$ cat config.mk
export PLATFORM = sky130hd
export DESIGN_NAME = uva_norm_cell
export DESIGN_NICKNAME = d
export VERILOG_FILES = /design/src/rtl/uva_pkg.sv /design/src/rtl/uva_norm_cell.sv
export SDC_FILE = /design/constraint.sdc
export NUM_CORES = 1
export LEC_CHECK = 0
export ABC_AREA = 1
export BUFFER_PORTS_ARGS = -buffer_cell sky130_fd_sc_hd__buf_2
export CORE_ASPECT_RATIO = 1.1
export CORE_MARGIN = 3
export CORE_UTILIZATION = 55
export DETAILED_ROUTE_END_ITERATION = 12
export PLACE_DENSITY = 0.87
export SLEW_MARGIN = 20
export SYNTH_ARGS = -nofsm -noshare
export SYNTH_HDL_FRONTEND = slang
export SYNTH_SLANG_ARGS = --single-unit
$ cat constraint.sdc
create_clock -name clk -period 5.4 [get_ports clk]
set_input_delay 0.81 -clock clk [delete_from_list [all_inputs] [get_ports clk]]
set_output_delay 0.81 -clock clk [all_outputs]
set_load 0.01 [all_outputs]
$ cat src/rtl/uva_pkg.sv
// ---------------------------------------------------------------------------
// uva_pkg
// Shared widths, constants, pipeline payload types and the stage angle
// function for the unit vector angle pipeline.
// ---------------------------------------------------------------------------
package uva_pkg;

  // fixed point format of the result and number of rotation cells
  localparam int FRAC_BITS       = 14;
  localparam int ROTATION_STAGES = 16;

  // field widths
  localparam int IN_W    = 16;
  localparam int ANGLE_W = 16;

  // internal widths
  localparam int PROD_W     = 2 * IN_W;     // one component product
  localparam int DOT_W      = PROD_W + 2;   // sum of three products
  localparam int CROSS_W    = PROD_W + 1;   // difference of two products
  localparam int MAG_W      = PROD_W;       // magnitude of a cross component
  localparam int SQ_W       = 2 * MAG_W;    // squared length, wraps mod 2^64
  localparam int SQRT_STEPS = SQ_W / 2;     // one root bit per cell
  localparam int ROOT_W     = SQRT_STEPS + 1;
  localparam int U_W        = ROOT_W;       // operand width before scaling
  localparam int NORM_W     = 57;           // scaled operands lie in [2^56, 2^57)
  localparam int NORM_STEPS = 6;            // shifts of 32, 16, 8, 4, 2, 1
  localparam int SH_W       = 6;
  localparam int XY_W       = NORM_W + 4;   // headroom for the rotation gain
  localparam int Z_W        = 63;           // signed angle accumulator, Q60
  localparam int ANG_W      = 62;           // stage angle constant, Q60
  localparam int STEP_W     = 5;            // cell index, up to 32 cells

  // pi in Q60 and derived constants
  localparam logic [63:0]      PI_Q60   = 64'h3243F6A8885A308D;
  localparam logic [ANG_W-1:0] PI_ANG   = PI_Q60[ANG_W-1:0];
  localparam logic [63:0]      PI_HALF  = (PI_Q60 + 64'd1) >> 1;
  localparam int               ROUND_SH = 60 - FRAC_BITS;

  // square root pipeline payload
  typedef struct packed {
    logic                    valid;
    logic [SQ_W-1:0]         rem;
    logic [SQ_W-1:0]         root;
    logic signed [DOT_W-1:0] dot;
  } sqrt_t;

  // scaling pipeline payload
  typedef struct packed {
    logic                  valid;
    logic                  zero;
    logic [NORM_W-1:0]     ux;
    logic [NORM_W-1:0]     uy;
    logic [NORM_W-1:0]     m;
    logic signed [Z_W-1:0] z;
  } norm_t;

  // rotation pipeline payload
  typedef struct packed {
    logic                   valid;
    logic                   zero;
    logic signed [XY_W-1:0] x;
    logic signed [XY_W-1:0] y;
    logic signed [Z_W-1:0]  z;
  } cordic_t;

  // atan(2^-i) in Q60, from the alternating series in Q62, rounded
  function automatic logic [ANG_W-1:0] stage_angle(input int unsigned i);
    logic [63:0] acc;
    logic [63:0] t;
    int unsigned e;
    acc = 64'd0;
    if (i == 0) begin
      return ANG_W'((PI_Q60 + 64'd2) >> 2);
    end
    for (int unsigned k = 0; k < 32; k++) begin
      e = (2 * k + 1) * i;
      if (e <= 62) begin
        t = (64'd1 << (62 - e)) / 64'(2 * k + 1);
        acc = k[0] ? acc - t : acc + t;
      end
    end
    return ANG_W'((acc + 64'd2) >> 2);
  endfunction

endpackage

$ cat src/rtl/uva_norm_cell.sv
// ---------------------------------------------------------------------------
// uva_norm_cell
// One cell of the scaling chain: shifts the operand pair left by a fixed
// amount when the larger one still fits below the top bit.
// ---------------------------------------------------------------------------
module uva_norm_cell (
  input  logic                       clk,
  input  logic                       rst,
  input  logic [uva_pkg::SH_W-1:0]   sh,
  input  uva_pkg::norm_t             din,
  output uva_pkg::norm_t             dout
);

  logic           fits;
  uva_pkg::norm_t res_next;

  // shift only when the larger operand stays below 2^57
  always_comb begin
    fits     = (din.m >> (6'(uva_pkg::NORM_W) - sh)) == '0;
    res_next = din;
    if (fits) begin
      res_next.ux = din.ux << sh;
      res_next.uy = din.uy << sh;
      res_next.m  = din.m << sh;
    end
  end

  // request valid flag
  always_ff @(posedge clk) begin
    if (rst) begin
      dout.valid <= 1'b0;
    end else begin
      dout.valid <= din.valid;
    end
  end

  // payload
  always_ff @(posedge clk) begin
    dout.zero <= res_next.zero;
    dout.ux   <= res_next.ux;
    dout.uy   <= res_next.uy;
    dout.m    <= res_next.m;
    dout.z    <= res_next.z;
  end

endmodule

-- Word level (Yosys, flattened, before mapping)
Index checks and enable logic that the tools add are counted.
- flip-flop bits (word level): 236
- bits in latches: 0
- bits in writable memories: 0
- ROM bits: 0
- input port bits: 244
- output and inout bits: 236
- word-level logic and storage cells: 13
- memories kept: 0
- add/sub/neg operators: 1
- multiply operators: 0
- divide/modulo/power cells: 0
- $lt $le $gt $ge: 0
- equality and inequality tests: 0
- shift-type cells: 4
- multiplexer cells: 1
- bitwise logic cells: 0
- reduce and logical (&&, ||, !) cells: 1
- operators by type and width (kind ; number):
    $mux W171 ; 1
    $shl A57 B6 Y57 ; 3
    $logic_not A57 Y1 ; 1
    $shr A57 B6 Y57 ; 1
    $sub A6 B6 Y6 const A ; 1

-- Logic depth before layout (Yosys ltp)
- depth in word-level cells: 4
- depth in mapped cells: 26
- mapped depth without buffers: 19

-- Worst setup path before layout
OpenSTA, ideal clock, no wires.
- path kind: in2reg
- start: in sh[1] (netlist name)
- end: reg dout[110] (netlist name)
- library setup time: 113 ps
- arrival time: 3973 ps
- required time: 5287 ps
- setup slack: 1315 ps
- cell stages on the path: 24
- path buffers: 8
- path through: inv_2 -> buf_2 -> buf_2 -> buf_1 -> clkbuf_1 -> ha_1 -> buf_2 -> inv_2 -> clkbuf_1 -> nand3_1 -> nand2_1 -> nand2_1 -> a21oi_1 -> nand2_1 -> nor2_1 -> nand3_1 -> nand2_1 -> nor2_1 -> nor2_4 -> nand2_2 -> buf_6 -> buf_6 -> nand2_1 -> nand2_1
- RTL lines (what ; line ; source):
    from (decl) ; uva_norm_cell.sv:9 ; input logic [uva_pkg::SH_W-1:0] sh,
    to (decl) ; uva_norm_cell.sv:11 ; output uva_pkg::norm_t dout

==> metrics.txt <==
CTS Buf Count=26; # DRC=0; netlist area before placement=around 19000 sq um; Syn. warnings=0; Hold Crit Start=din[35]; Rel. slew slack=slightly below 40%; Final HPWL DP=60.4 mm; clk buf depth=3; post-synth top area cell=nand2_1; Largest register FFs=approximately 240; Initial Utilization=between 50% and 60%; max-cap violation count=0; clk sinks=approximately 240; Largest Register=dout; Die Area=~36000 sq um; Final Non-Filler Cells=about 4100; Crit. Startpoint=sh[0]; cell breakdown of the critical path=buf_6, buf_4, buf_4, or2_2, o21ai_0, o21ai_0, nand2_1, o21ai_0, mux2i_1, nand2_1, o21ai_0, o21ai_0, nand3_1, nand2_1; PnR Total Power=between 0.005 and 0.006 W; RSZ-0062 raised after global routing=no; Logic pwr share=about 33%; Crit path max-delay family=buffers and inverters; pwr dens=approximately 250 nW/um^2; switching part of the total=between 30% and 40%; Seq/Total Area, Yosys=~25%; Tcrit/Tclk final=~74%; DRT Pass-1 Iters=7; routed vias/inst=around 6; gr usage total=roughly two fifths; Final Hold Viols=0; Seq pwr share=between 30% and 40%; min-delay worst type=in -> reg; Final Critical Period=between 4 and 5 ns; Critical Path Source Type=primary input; max incr delay on CP=0.65 ns; Worst-path clk slew=about 0.06 ns; Max FO, Critical Path=66; die width=approximately 180 um; vias in the first global route=~22000; Core Area=between 30000 and 40000 sq um; DR vias=about 25000; Pleak=between 10 and 15 nW; post-CTS setup repair buffer count=0; Net Switching=between 0.002 and 0.0025 W; cts hold-fix bufs=0; maximum clock rate=roughly 250 MHz; Yosys cell types=40; Seq cells post-synth=~240; Mapped Cells=3375; status=finished clean; Worst Tran Pin Value=just over 0.9 ns; CP bufs+invs=3; syn avg cell area=between 5 and 6 sq um; Setup CP Type=in -> reg; final count of negative-setup-slack endpoints=0; share of post-route cells with drive strength above 1=between 10% and 20%; Resize count post-CTS=0; placed insts=a little over 4000; Routed WL=approximately 82 mm; biggest registers after layout=dout x236; synth top area cells=nand2_1 (27%), dfxtp_1 (25%), nand3_1 (15%), o21ai_0 (11%), nor2_1 (4.0%); # IOs=480; WP data required=approximately 5.9 ns; initial DRC count=3595; initial antenna violation count=5; Setup crit end kind=flip-flop; largest net degree at the start of global routing=around 200; Most common cell on crit path=o21ai_0; share of the synthesized area in the top cell type=about 27%; power share of the clock group=between 30% and 40%; drt wl/cell=a little under 20 um; Synth Net Count=~3600; slowest cell on the critical path=buf_4; Setup TNS=0 ns; Final #Nets=approximately 3900; area delta synth->final=16.2%; VDD IR max=0.000212 V; # H-tree levels=1; max-slew violation count=0; gp weighted congestion=roughly 1.0; Root Driver=clkbuf_16; first-pass GRT wire length=roughly 120 mm; internal power=between 0.003 and 0.004 W; Final ANT Viol Nets=0; Port Buffers=approximately 480; crit path DAT=approximately 4.5 ns; GRT overflow=0; row cnt=70; CTS tree=yes; Die H=roughly 200 um
==> layout by cell type, fill, tap and decap left out, types with 3 or more instances in the layout <==
cell type,count
nor3_1,13
nand3_1,565
inv_2,5
nor4_1,3
clkbuf_16,26
nor2_1,197
o21ai_0,401
o22ai_1,16
and2_1,4
or2_2,9
mux2i_1,40
a31oi_1,34
o211ai_1,29
a21oi_1,47
diode_2,3
buf_4,36
clkinv_2,3
buf_2,473
inv_6,5
inv_4,5
inv_1,114
clkbuf_8,6
o31ai_1,7
o311ai_0,3
nand4_1,8
o21ai_1,6
nand2_1,1338
buf_12,8
o21a_1,8
dfxtp_1,236
==> kinds of logic (layout without fill, tap and decap cells) <==
| group | after synthesis | count (layout) | share of synthesized area (%) |
|---|---|---|---|
| xor+xnor | 3 | 3 | 0.281 |
| flops | 236 | 236 | 25.3 |
| mux | 40 | 40 | 2.14 |
| other cells | 0 | 3 | 0 |
| fa+ha+maj | 1 | 1 | 0.0669 |
| simple gates | 2142 | 2142 | 47.3 |
| compound gates | 557 | 557 | 16.0 |
| buf+inv | 396 | 688 | 9.02 |
==> through the flow <==
stage	instance area [sq um]	utilization, %	setup slack, ns	hold WS (ns)
floorplan	18700	-	1.31	0.838
global placement	20800	62.5	0.475	0.912
detailed placement	20900	62.5	1.03	0.914
CTS	21700	65.1	1.60	0.330
global route	21700	65.1	1.26	0.333
finish	21700	65.1	1.38	0.332
==> path summary, 6_finish.rpt <==
kind | to | slack [ns] | cells after the start
max | dout[227] | 1.38 | 14
min | dout[35] | 0.33 | 1
==> power by group through the flow <==
stage,logic [W],clock network (W),registers [W]
floorplan,0.00107,0,0.00196
global placement,0.00173,0,0.00191
detailed placement,0.00172,0,0.00191
CTS,0.00173,0.00182,0.00188
global route,0.00195,0.00189,0.00188
finish,0.00179,0.00182,0.00188
==> synthesized netlist by cell type <==
| cell type | number |
|---|---|
| a21boi_1 | 1 |
| xnor2_4 | 1 |
| a22oi_1 | 1 |
| ha_1 | 1 |
| o22ai_1 | 16 |
| xor2_2 | 1 |
| nand2_2 | 1 |
| nand3_1 | 565 |
| a22o_1 | 1 |
| o311ai_0 | 3 |
| or2_1 | 1 |
| o21ai_1 | 7 |
| a31oi_1 | 34 |
| buf_1 | 58 |
| or2_2 | 9 |
| buf_2 | 56 |
| inv_1 | 114 |
| nand2_1 | 1338 |
| o21a_1 | 8 |
| buf_6 | 11 |
| nor4_1 | 3 |
| nor2_1 | 197 |
| buf_4 | 12 |
| xor2_1 | 1 |
| o21ai_0 | 401 |
| nor3_1 | 13 |
| a21oi_1 | 47 |
| and2_1 | 4 |
| dfxtp_1 | 236 |
| nor2_4 | 1 |
| nand3b_1 | 2 |
| clkinv_1 | 1 |
| o211ai_1 | 29 |
| nand4_1 | 8 |
| a211oi_1 | 2 |
| inv_4 | 1 |
| mux2i_1 | 40 |
| o31ai_1 | 7 |
| inv_2 | 8 |
| clkbuf_1 | 135 |
==> routing by layer <==
metal | GRT usage (%) | share of wire, % | vias up
met2 | 66.9 | 45 | 1703
met1 | 52.2 | 37 | 10900
met3 | 8.23 | 11 | 339
met4 | 26.5 | 7.3 | 6
met5 | 0 | 0.044 | -
li1 | - | - | 11700
==> final cells by class <==
| class | instances | area, sq um |
|---|---|---|
| diodes | 3 | 7.51 |
| clock buffers | 34 | 741 |
| clock inverters | 12 | 123 |
| fillers | 3322 | 11600 |
| inverters | 124 | 478 |
| multi-input cells | 2743 | 12300 |
| flip-flops and latches | 236 | 4720 |
| well taps | 432 | 541 |
| repair buffers | 518 | 2810 |
Power figures use the tool's default switching activity.
