File: src/rtl/uva_pkg.sv
// ---------------------------------------------------------------------------
// uva_pkg
// Shared widths, constants, pipeline payload types and the stage angle
// function for the unit vector angle pipeline.
// ---------------------------------------------------------------------------
package uva_pkg;

  // fixed point format of the result and number of rotation cells
  localparam int FRAC_BITS       = 14;
  localparam int ROTATION_STAGES = 16;

  // field widths
  localparam int IN_W    = 16;
  localparam int ANGLE_W = 16;

  // internal widths
  localparam int PROD_W     = 2 * IN_W;     // one component product
  localparam int DOT_W      = PROD_W + 2;   // sum of three products
  localparam int CROSS_W    = PROD_W + 1;   // difference of two products
  localparam int MAG_W      = PROD_W;       // magnitude of a cross component
  localparam int SQ_W       = 2 * MAG_W;    // squared length, wraps mod 2^64
  localparam int SQRT_STEPS = SQ_W / 2;     // one root bit per cell
  localparam int ROOT_W     = SQRT_STEPS + 1;
  localparam int U_W        = ROOT_W;       // operand width before scaling
  localparam int NORM_W     = 57;           // scaled operands lie in [2^56, 2^57)
  localparam int NORM_STEPS = 6;            // shifts of 32, 16, 8, 4, 2, 1
  localparam int SH_W       = 6;
  localparam int XY_W       = NORM_W + 4;   // headroom for the rotation gain
  localparam int Z_W        = 63;           // signed angle accumulator, Q60
  localparam int ANG_W      = 62;           // stage angle constant, Q60
  localparam int STEP_W     = 5;            // cell index, up to 32 cells

  // pi in Q60 and derived constants
  localparam logic [63:0]      PI_Q60   = 64'h3243F6A8885A308D;
  localparam logic [ANG_W-1:0] PI_ANG   = PI_Q60[ANG_W-1:0];
  localparam logic [63:0]      PI_HALF  = (PI_Q60 + 64'd1) >> 1;
  localparam int               ROUND_SH = 60 - FRAC_BITS;

  // square root pipeline payload
  typedef struct packed {
    logic                    valid;
    logic [SQ_W-1:0]         rem;
    logic [SQ_W-1:0]         root;
    logic signed [DOT_W-1:0] dot;
  } sqrt_t;

  // scaling pipeline payload
  typedef struct packed {
    logic                  valid;
    logic                  zero;
    logic [NORM_W-1:0]     ux;
    logic [NORM_W-1:0]     uy;
    logic [NORM_W-1:0]     m;
    logic signed [Z_W-1:0] z;
  } norm_t;

  // rotation pipeline payload
  typedef struct packed {
    logic                   valid;
    logic                   zero;
    logic signed [XY_W-1:0] x;
    logic signed [XY_W-1:0] y;
    logic signed [Z_W-1:0]  z;
  } cordic_t;

  // atan(2^-i) in Q60, from the alternating series in Q62, rounded
  function automatic logic [ANG_W-1:0] stage_angle(input int unsigned i);
    logic [63:0] acc;
    logic [63:0] t;
    int unsigned e;
    acc = 64'd0;
    if (i == 0) begin
      return ANG_W'((PI_Q60 + 64'd2) >> 2);
    end
    for (int unsigned k = 0; k < 32; k++) begin
      e = (2 * k + 1) * i;
      if (e <= 62) begin
        t = (64'd1 << (62 - e)) / 64'(2 * k + 1);
        acc = k[0] ? acc - t : acc + t;
      end
    end
    return ANG_W'((acc + 64'd2) >> 2);
  endfunction

endpackage

File: src/rtl/uva_sqrt_cell.sv
// ---------------------------------------------------------------------------
// uva_sqrt_cell
// One cell of the integer square root chain: settles one root bit per cycle
// and carries the dot product alongside.
// ---------------------------------------------------------------------------
module uva_sqrt_cell (
  input  logic                                clk,
  input  logic                                rst,
  input  logic [uva_pkg::STEP_W-1:0]          step,
  input  uva_pkg::sqrt_t                      din,
  output uva_pkg::sqrt_t                      dout
);

  logic [uva_pkg::SQ_W-1:0] bitv;
  logic [uva_pkg::SQ_W:0]   trial;
  logic                     take;
  uva_pkg::sqrt_t           res_next;

  // trial subtraction of root plus the current bit weight
  always_comb begin
    bitv     = uva_pkg::SQ_W'(1) << (6'd62 - {step, 1'b0});
    trial    = {1'b0, din.root} + {1'b0, bitv};
    take     = {1'b0, din.rem} >= trial;
    res_next = din;
    if (take) begin
      res_next.rem  = din.rem - trial[uva_pkg::SQ_W-1:0];
      res_next.root = (din.root >> 1) + bitv;
    end else begin
      res_next.root = din.root >> 1;
    end
  end

  // request valid flag
  always_ff @(posedge clk) begin
    if (rst) begin
      dout.valid <= 1'b0;
    end else begin
      dout.valid <= din.valid;
    end
  end

  // payload
  always_ff @(posedge clk) begin
    dout.rem  <= res_next.rem;
    dout.root <= res_next.root;
    dout.dot  <= res_next.dot;
  end

endmodule

File: config.mk
export PLATFORM = sky130hd
export DESIGN_NAME = uva_sqrt_cell
export DESIGN_NICKNAME = d
export VERILOG_FILES = /design/src/rtl/uva_pkg.sv /design/src/rtl/uva_sqrt_cell.sv
export SDC_FILE = /design/constraint.sdc
export NUM_CORES = 1
export LEC_CHECK = 0
export ABC_AREA = 1
export BUFFER_PORTS_ARGS = -buffer_cell sky130_fd_sc_hd__buf_2
export CAP_MARGIN = 10
export CORE_MARGIN = 2
export CORE_UTILIZATION = 30
export CTS_CLUSTER_DIAMETER = 60
export DETAILED_ROUTE_END_ITERATION = 16
export PLACE_DENSITY = 0.5
export SLEW_MARGIN = 20
export SYNTH_ARGS = -nofsm -noshare
export SYNTH_HDL_FRONTEND = slang
export SYNTH_SLANG_ARGS = --single-unit
File: constraint.sdc
create_clock -name clk -period 5.5 [get_ports clk]
set_clock_uncertainty 0.1 [all_clocks]
set_input_delay 0.55 -clock clk [delete_from_list [all_inputs] [get_ports clk]]
set_output_delay 0.55 -clock clk [all_outputs]
set_load 0.05 [all_outputs]
==> After elaboration in Yosys (flattened, before gate mapping) <==
Index checks and enable logic that the tools add are counted.
{ "classes": {"addsub": 4, "n_lt_le_gt_ge": 1, "shift": 1, "muxes": 2} }
{ "ops": {"columns": ["op", "count"], "rows": [
  ["$add 64x64->65", 1],
  ["$ge 64x65->1", 1],
  ["$add 63x64->64", 1],
  ["$mux 64", 1],
  ["$shl 1x6->64 const A", 1],
  ["$sub 64x64->64", 1],
  ["$mux 63", 1],
  ["$sub 6x6->6 const A", 1]
]} }
{ "word_totals": {"register_bits": 163, "in_bits": 170, "out_inout_bits": 163, "wordCells": 13} }

==> Logic depth before layout (Yosys ltp) <==
Gate-level depths: netlist of the first run.
{ "depth": {"ltp_word": 5, "mapped_depth": 32, "ltp_nobuf": 31} }

==> Least setup slack after synthesis of the first run <==
Ideal clock, no wire load.
{ "synth_path": {"path_kind": "input to register", "start": "in step[4] (netlist bit)", "end": "reg dout[99] (netlist bit)", "setup_ns": 0.112, "arrival_ns": 4.263, "required_time_ns": 5.288, "setup_slack_ns": 1.024, "path_stages": 28, "path_buffers": 4, "cell_sequence": "clkbuf_1 -> inv_1 -> clkbuf_1 -> nor2_1 -> ha_1 -> nand2_1 -> nor2_1 -> nand2_1 -> o21ai_0 -> nand2_1 -> nand2b_1 -> nand3_1 -> nand2_1 -> xnor2_1 -> ha_1 -> nand2_1 -> nor2_1 -> inv_2 -> nor3_2 -> nand2_1 -> nor2_1 -> nand2_1 -> nand4_2 -> nand2_4 -> buf_6 -> buf_4 -> nand3_1 -> nand2_1"} }
{ "synth_rtl": {"columns": ["item", "line_no", "source"], "rows": [
  ["start: declaration", "uva_sqrt_cell.sv:9", "input logic [uva_pkg::STEP_W-1:0] step,"],
  ["end: declaration", "uva_sqrt_cell.sv:11", "output uva_pkg::sqrt_t dout"]
]} }

==> Worst setup path after layout of the first run <==
{ "layout_path": {"start": "in step[3] (netlist bit)", "end": "reg dout[97] (netlist bit)"} }
{ "layout_via": {"elab_chain_cells": 4, "elab_cells_between_ends": 5, "cone_classes": "add/sub: 3; order compare: 1; shift: 1"} }
{ "layout_rtl": {"columns": ["item", "line_no", "source"], "rows": [
  ["$sub 6x6->6 (*)", "uva_sqrt_cell.sv:21", "bitv = uva_pkg::SQ_W'(1) << (6'd62 - {step, 1'b0});"],
  ["$shl 1x6->64 (*)", "uva_sqrt_cell.sv:21", null],
  ["$add 64x64->65", "uva_sqrt_cell.sv:22", "trial = {1'b0, din.root} + {1'b0, bitv};"],
  ["$ge 64x65->1", "uva_sqrt_cell.sv:23", "take = {1'b0, din.rem} >= trial;"]
]} }
Mark *: on every way between the ends. The rest lies on a longest branch, timed or not.
A chain may end at the register's enable or synchronous reset.

==> results of run 1 <==
==> worst max path at each step <==
stage	start	cells past startpoint	slack, ps	endpoint
floorplan	step[4]	28	1020	dout[99]
global placement	step[3]	27	30	dout[97]
detailed placement	step[3]	27	30	dout[97]
CTS	step[3]	27	560	dout[97]
global route	step[3]	27	20	dout[97]
finish	step[3]	27	470	dout[97]
==> cells by family (layout without fill, tap and decap cells) <==
| logic type | count (synthesis) | count (layout) | share of synthesized area, % |
|---|---|---|---|
| compound gates | 346 | 346 | 9.90 |
| xor+xnor | 116 | 116 | 5.47 |
| fa+ha+maj | 131 | 131 | 8.86 |
| buf+inv | 559 | 1082 | 12.3 |
| flops | 163 | 163 | 17.6 |
| simple gates | 2075 | 2075 | 46.0 |
==> power groups by stage <==
stage | registers, mW | clock network (mW) | logic [mW]
2_1_floorplan | 2.06 | 0 | 0.964
3_3_place_gp | 1.43 | 0 | 2.41
3_5_place_dp | 1.43 | 0 | 2.41
4_1_cts | 1.40 | 1.28 | 2.42
5_1_grt | 1.42 | 1.31 | 2.63
6_report | 1.40 | 1.23 | 2.41
==> area by class of cell <==
type	count	area [um2]	area share (%)
Multi-Input combinational cell	2668	13000	56.4
Clock inverter	13	123	0.530
Clock buffer	19	453	1.96
Tap cell	790	988	4.27
Sequential cell	163	3260	14.1
Timing Repair Buffer	541	3360	14.5
Inverter	509	1910	8.26
==> repair_timing <==
action	4_1_cts	5_1_grt
hold buffers	1	0
endpoints found under the hold margin	1	0
buffers inserted	0	0
==> metal layers <==
layer  up-vias  part of all wire (%)  track usage (%)
met4         0                   5.0             13.8
met3       155                   3.6             2.81
met5         -                     0                0
met2       586                    49             49.5
li1      11700                     -                -
met1     10200                    42             32.1
==> through the flow <==
| step | cells | cell area [um2] |
|---|---|---|
| 2_1_floorplan | 3390 | 18600 |
| 3_3_place_gp | 4670 | 22600 |
| 3_5_place_dp | 4670 | 22600 |
| 4_1_cts | 4703 | 23100 |
| 5_1_grt | 4703 | 23100 |
| 6_report | 4703 | 23100 |
==> cells in the final DEF, fill, tap and decap left out, types with 2 or more instances in the layout <==
master and count:
a21o_1 2, a21oi_1 160, a31oi_1 3, and2_1 6
and3_1 3, buf_12 10, buf_2 332, buf_4 198
clkbuf_16 17, clkbuf_8 2, clkinv_2 2, clkinvlp_4 4
dfxtp_1 163, ha_1 130, inv_1 501, inv_2 8
inv_6 6, nand2_1 1314, nand2_2 2, nand2_4 2
nand2b_1 2, nand3_1 316, nand3_2 2, nand3b_1 10
nand4_1 49, nor2_1 306, nor2_2 4, nor3_1 37
nor3_2 3, nor4_1 16, o211ai_1 4, o21a_1 3
o21ai_0 142, o21ai_1 5, o21ai_2 2, o21bai_1 20
xnor2_1 45, xor2_1 71
==> flow_summary.toml, run 1 <==
[hold_path]
hold_end = "dout[30]"
hold_path_class = "input pin to flop"
hp-start = "din[30]"
whs_path_depth = 1

[synth]
synth.top_cell.area_share_pct = 26.5
synth_fp_nets = 3691
ys_seq_area_share_pct = 17.6
synth.distinct_cells = 45
ys_seq_elements = 163
synth_area_um2 = 18600
yosys-top-cells-area = "nand2_1 27%, dfxtp_1 18%, inv_1 10%"
synthTopCellsByCount = "1,314 x nand2_1, 501 x inv_1, 316 x nand3_1, 306 x nor2_1, 163 x dfxtp_1"
syn_area_per_cell_um2 = 5.48
yosysTopAreaCell = "nand2_1"
synth.most_common_cell = "nand2_1"
async_flop_share_pct = 0
ys_warn_count = 0
synthCells = 3390
synth-edff-count = 0
synth_flop_cell = "dfxtp_1"

[power_and_ir_drop]
p_leak_nw = 13.0
p_seq_share_pct = 27.7
clkPwrFrac_pct = 24.4
vdd_drop_max_v = 0.000243
sw_frac_of_total_pct = 46.6
pwr-share-comb_pct = 47.8
p_sw_mw = 2.35
power_density_nw_per_um2 = 218
total_power_mw = 5.05
power.internal_mw = 2.70

[timing]
setup_viol = 0
hold_viol = 0
fmax_ghz = 0.199
final_max_slew_viol_count = 0
post-route-period-util_pct = 91.4
slew_headroom_pct = 50.7
setup_tns_ps = 0
worstMarginPinSlew_ps = 732
rsz0062_at_grt = "no"
hold_ws_ps = 41.3
fin_crit_ps = 5030
setup_slack_ps = 475

[finish]
area_growth_pct = 24.5
antenna_cells = 0
largest_reg_flops = 163
utilization_pct = 37.6
top_regs = "dout: 163 flops"
final_nets = 4201
fill_cells = 7059
drive_gt1_share_pct = 15.3
largest_register = "dout"

[route]
vias_per_cell = 4.83
routed_wl_um = 88200
drtIter0Drc = 1373
vias = 22700
wire_per_inst_um = 18.8
ant_nets = 0
drc_errors = 0
drt_first_pass_iters = 5

[global_routing]
grt_overflow_total = 0
grt_pass1_wl_um = 130000
antenna_found_initial = 1
gr-usage-all-layers_pct = 27.4
grt_max_degree = 64
grt_pass1_vias = 22500

[placement]
gp_congestion = 1.02
hpwl_um = 77100
preCtsSetupSlack_ps = 31.5
io_buffers = 332

[worst_setup_path]
cp_max_fo = 20
cpMaxStageDelayCell = "ha_1"
cp_slowest_stage_delay_ps = 420
start_kind = "input pin"
crit_family = "simple AND/OR/NAND/NOR gates"
path_buf_inv = 6
crit_top_cell = "nand2_1"
worstSetupPathType = "input pin to flop"
cp-end-kind = "flop"
cp_data_required_time_ps = 5780
crit_arrival_ps = 5310

[floorplan]
core_um2 = 61500
fp.dieArea_um2 = 64000
die_h_um = 253
initial_core_util_pct = 30.2
die_x_um = 253
rows = 91
pin_count = 333

[flow_run]
maxCapViolations = 0

[cts]
cts_resized = 0
cts_buffers = 17
cts_root_buf = "clkbuf_16"
cts_tree = "done"
cts_buffer_depth = 2
htree_levels = 4
clk_pin_slew_ps = 70
cts.sinks = 163

[outcome]
status = "completed"
No activity file was read; power rests on OpenSTA's default activity.
==> run 2: changes to the inputs <==
--- a/config.mk
+++ b/config.mk
@@ -5,14 +5,14 @@
 export SDC_FILE = /design/constraint.sdc
 export NUM_CORES = 1
 export LEC_CHECK = 0
-export ABC_AREA = 1
+export ABC_AREA = 0
 export BUFFER_PORTS_ARGS = -buffer_cell sky130_fd_sc_hd__buf_2
 export CAP_MARGIN = 10
 export CORE_MARGIN = 2
-export CORE_UTILIZATION = 30
+export CORE_UTILIZATION = 40
 export CTS_CLUSTER_DIAMETER = 60
 export DETAILED_ROUTE_END_ITERATION = 16
-export PLACE_DENSITY = 0.5
+export PLACE_DENSITY = 0.65
 export SLEW_MARGIN = 20
 export SYNTH_ARGS = -nofsm -noshare
 export SYNTH_HDL_FRONTEND = slang
==> flow_summary.toml, run 2 <==
[floorplan]
fp.dieArea_um2 = 33000
core_um2 = 31300
initial_core_util_pct = 40.3
die_h_um = 182
pin_count = 333
rows = 65
die_x_um = 182

[power_and_ir_drop]
power.internal_mw = 2.97
power_density_nw_per_um2 = 257
sw_frac_of_total_pct = 41.3
vdd_drop_max_v = 0.000215
total_power_mw = 5.06
pwr-share-comb_pct = 48.1
p_leak_nw = 9.50
p_seq_share_pct = 27.5
clkPwrFrac_pct = 24.4
p_sw_mw = 2.09

[synth]
synthCells = 1606
synth_area_um2 = 12600
async_flop_share_pct = 0
synth.most_common_cell = "nand2_1"
syn_area_per_cell_um2 = 7.86
ys_seq_elements = 163
yosysTopAreaCell = "dfxtp_1"
synth_fp_nets = 1907
synth.distinct_cells = 73
synthTopCellsByCount = "216 x nand2_1, 165 x o21ai_0, 163 x dfxtp_1, 131 x nor2_1, 130 x ha_1"
ys_warn_count = 0
yosys-top-cells-area = "dfxtp_1 26%, ha_1 13%, xor2_1 7.5%"
synth-edff-count = 0
synth.top_cell.area_share_pct = 25.8
ys_seq_area_share_pct = 25.8
synth_flop_cell = "dfxtp_1"

[route]
ant_nets = 0
drc_errors = 0
wire_per_inst_um = 17.7
drtIter0Drc = 1185
drt_first_pass_iters = 5
routed_wl_um = 48700
vias = 14800
vias_per_cell = 5.39

[placement]
post-place-cells = 2653
preCtsSetupSlack_ps = -1020
io_buffers = 332
gp_congestion = 0.924
hpwl_um = 36700
dpl_cell_area_um2 = 17400

[worst_setup_path]
worstSetupPathType = "input pin to flop"
cp_max_fo = 8
cp-end-kind = "flop"
crit_arrival_ps = 6070
start_kind = "input pin"
cp_data_required_time_ps = 5750

[finish]
largest_register = "dout"
drive_gt1_share_pct = 41.1
largest_reg_flops = 163
final_common_cell = "buf_4"
final_cell_mix = "383 x buf_4, 327 x buf_2, 193 x nand2_1"
utilization_pct = 62.9
design_area_um2 = 19700
fill_cells = 2685
regArea_um2 = 3260
final_nets = 2628
stdcell_count = 2745
top_regs = "dout: 163 flops"
area_growth_pct = 56.1
multi_input_area_um2 = 9890

[global_routing]
grt_overflow_total = 0
grt_pass1_wl_um = 72200
gr-usage-all-layers_pct = 27.6
grt_pass1_vias = 13900
antenna_found_initial = 4
grt_max_degree = 36

[outcome]
violations = "negative setup slack"
status = "complete, but fails checks"

[hold_path]
hold_end = "dout[5]"
hold_path_class = "input pin to flop"
hp-start = "din[5]"
whs_path_depth = 1

[timing]
hold_ws_ps = 81.0
hold_viol = 0
final_max_slew_viol_count = 0
setup_slack_ps = -319
fin_crit_ps = 5820
rsz0062_at_grt = "yes"
post-route-period-util_pct = 106
fmax_ghz = 0.172
setup_viol = 128
setup_tns_ps = -26570
worstMarginPinSlew_ps = 774
slew_headroom_pct = 47.8

[cts]
cts.sinks = 163
htree_levels = 4
cts_buffer_depth = 2
cts_root_buf = "clkbuf_16"
cts_buffers = 17
cts_tree = "done"
clk_pin_slew_ps = 80

[flow_run]
maxCapViolations = 0
==> run 2: cell count changes in the layout (fill, tap and decap cells not counted), moves of 20 or more <==
cell	before	now
a21o_1	2	58
inv_1	501	32
nor2b_1	0	21
a31oi_1	3	63
nand4_1	49	29
a21oi_1	160	73
nand3_1	316	25
nor2_1	306	106
buf_4	198	383
nand2_1	1314	193
xor2_1	71	108
nor3_1	37	17
==> run 2: layer usage <==
metal	global-route usage (%)	wire length, um	share of wire [%]
met1	37.4	21900	45
met2	44.7	22300	46
met3	3.67	2970	6.1
met4	10.0	1540	3.2
met5	0	11	0.023
==> run 2: power groups by stage <==
stage,registers [mW],clock network [mW],logic (mW)
after detailed placement,1.42,0,2.05
after CTS,1.39,1.25,2.25
after global placement,1.42,0,2.03
after global routing,1.41,1.30,2.57
final,1.39,1.23,2.43
after floorplan,1.99,0,0.742
==> run 2: what timing repair did <==
action / in CTS / in global routing
hold buffers: 0 / 0
gates cloned: 11 / 7
setup buffers: 23 / 21
resized for setup: 79 / 184
setup endpoints to repair: 128 / 128
pin swaps: 26 / 79
==> run 2: kinds of logic after synthesis <==
group,Yosys count,share of synthesized area [%]
buf+inv,82,2.87
mux,11,0.952
fa+ha+maj,131,13.0
flops,163,25.8
compound gates,504,25.3
xor+xnor,179,12.4
simple gates,536,19.6
==> run 2: worst max-delay path: stages <==
cell and delay (ps):
buf_4 130, nand2b_2 260, nor2_1 300, ha_1 320, nand2_1 110, a211o_1 270, a211oi_4 80, o211a_1 250
o21a_1 190, a21o_1 190, o31a_1 280, a21oi_2 170, o21bai_1 110, a31oi_1 210, xor2_1 210, ha_1 280
a21o_1 160, a21o_1 190, a21oi_2 150, nor2b_2 60, or4_4 490, a2111oi_4 200, or3b_4 270, buf_12 150
buf_12 150, mux2_4 310
==> run 2: final cells by class <==
cell class              instances  share of cell area, %
well taps                     402                   2.55
multi-input cells            1361                   50.2
clock inverters                14                  0.781
inverters                      32                  0.609
flip-flops and latches        163                   16.6
repair buffers                752                   27.1
clock buffers                  18                   2.18
diodes                          3                 0.0381
==> run 2: worst max path at each step <==
stage,depth (start not counted),startpoint,slack [ps],to
after global placement,28,step[0],-960,dout[149]
final,26,step[2],-320,dout[34]
after CTS,29,step[2],-210,dout[105]
after global routing,26,step[2],-540,dout[35]
after detailed placement,28,step[0],-1020,dout[149]
after floorplan,27,step[3],-400,dout[102]
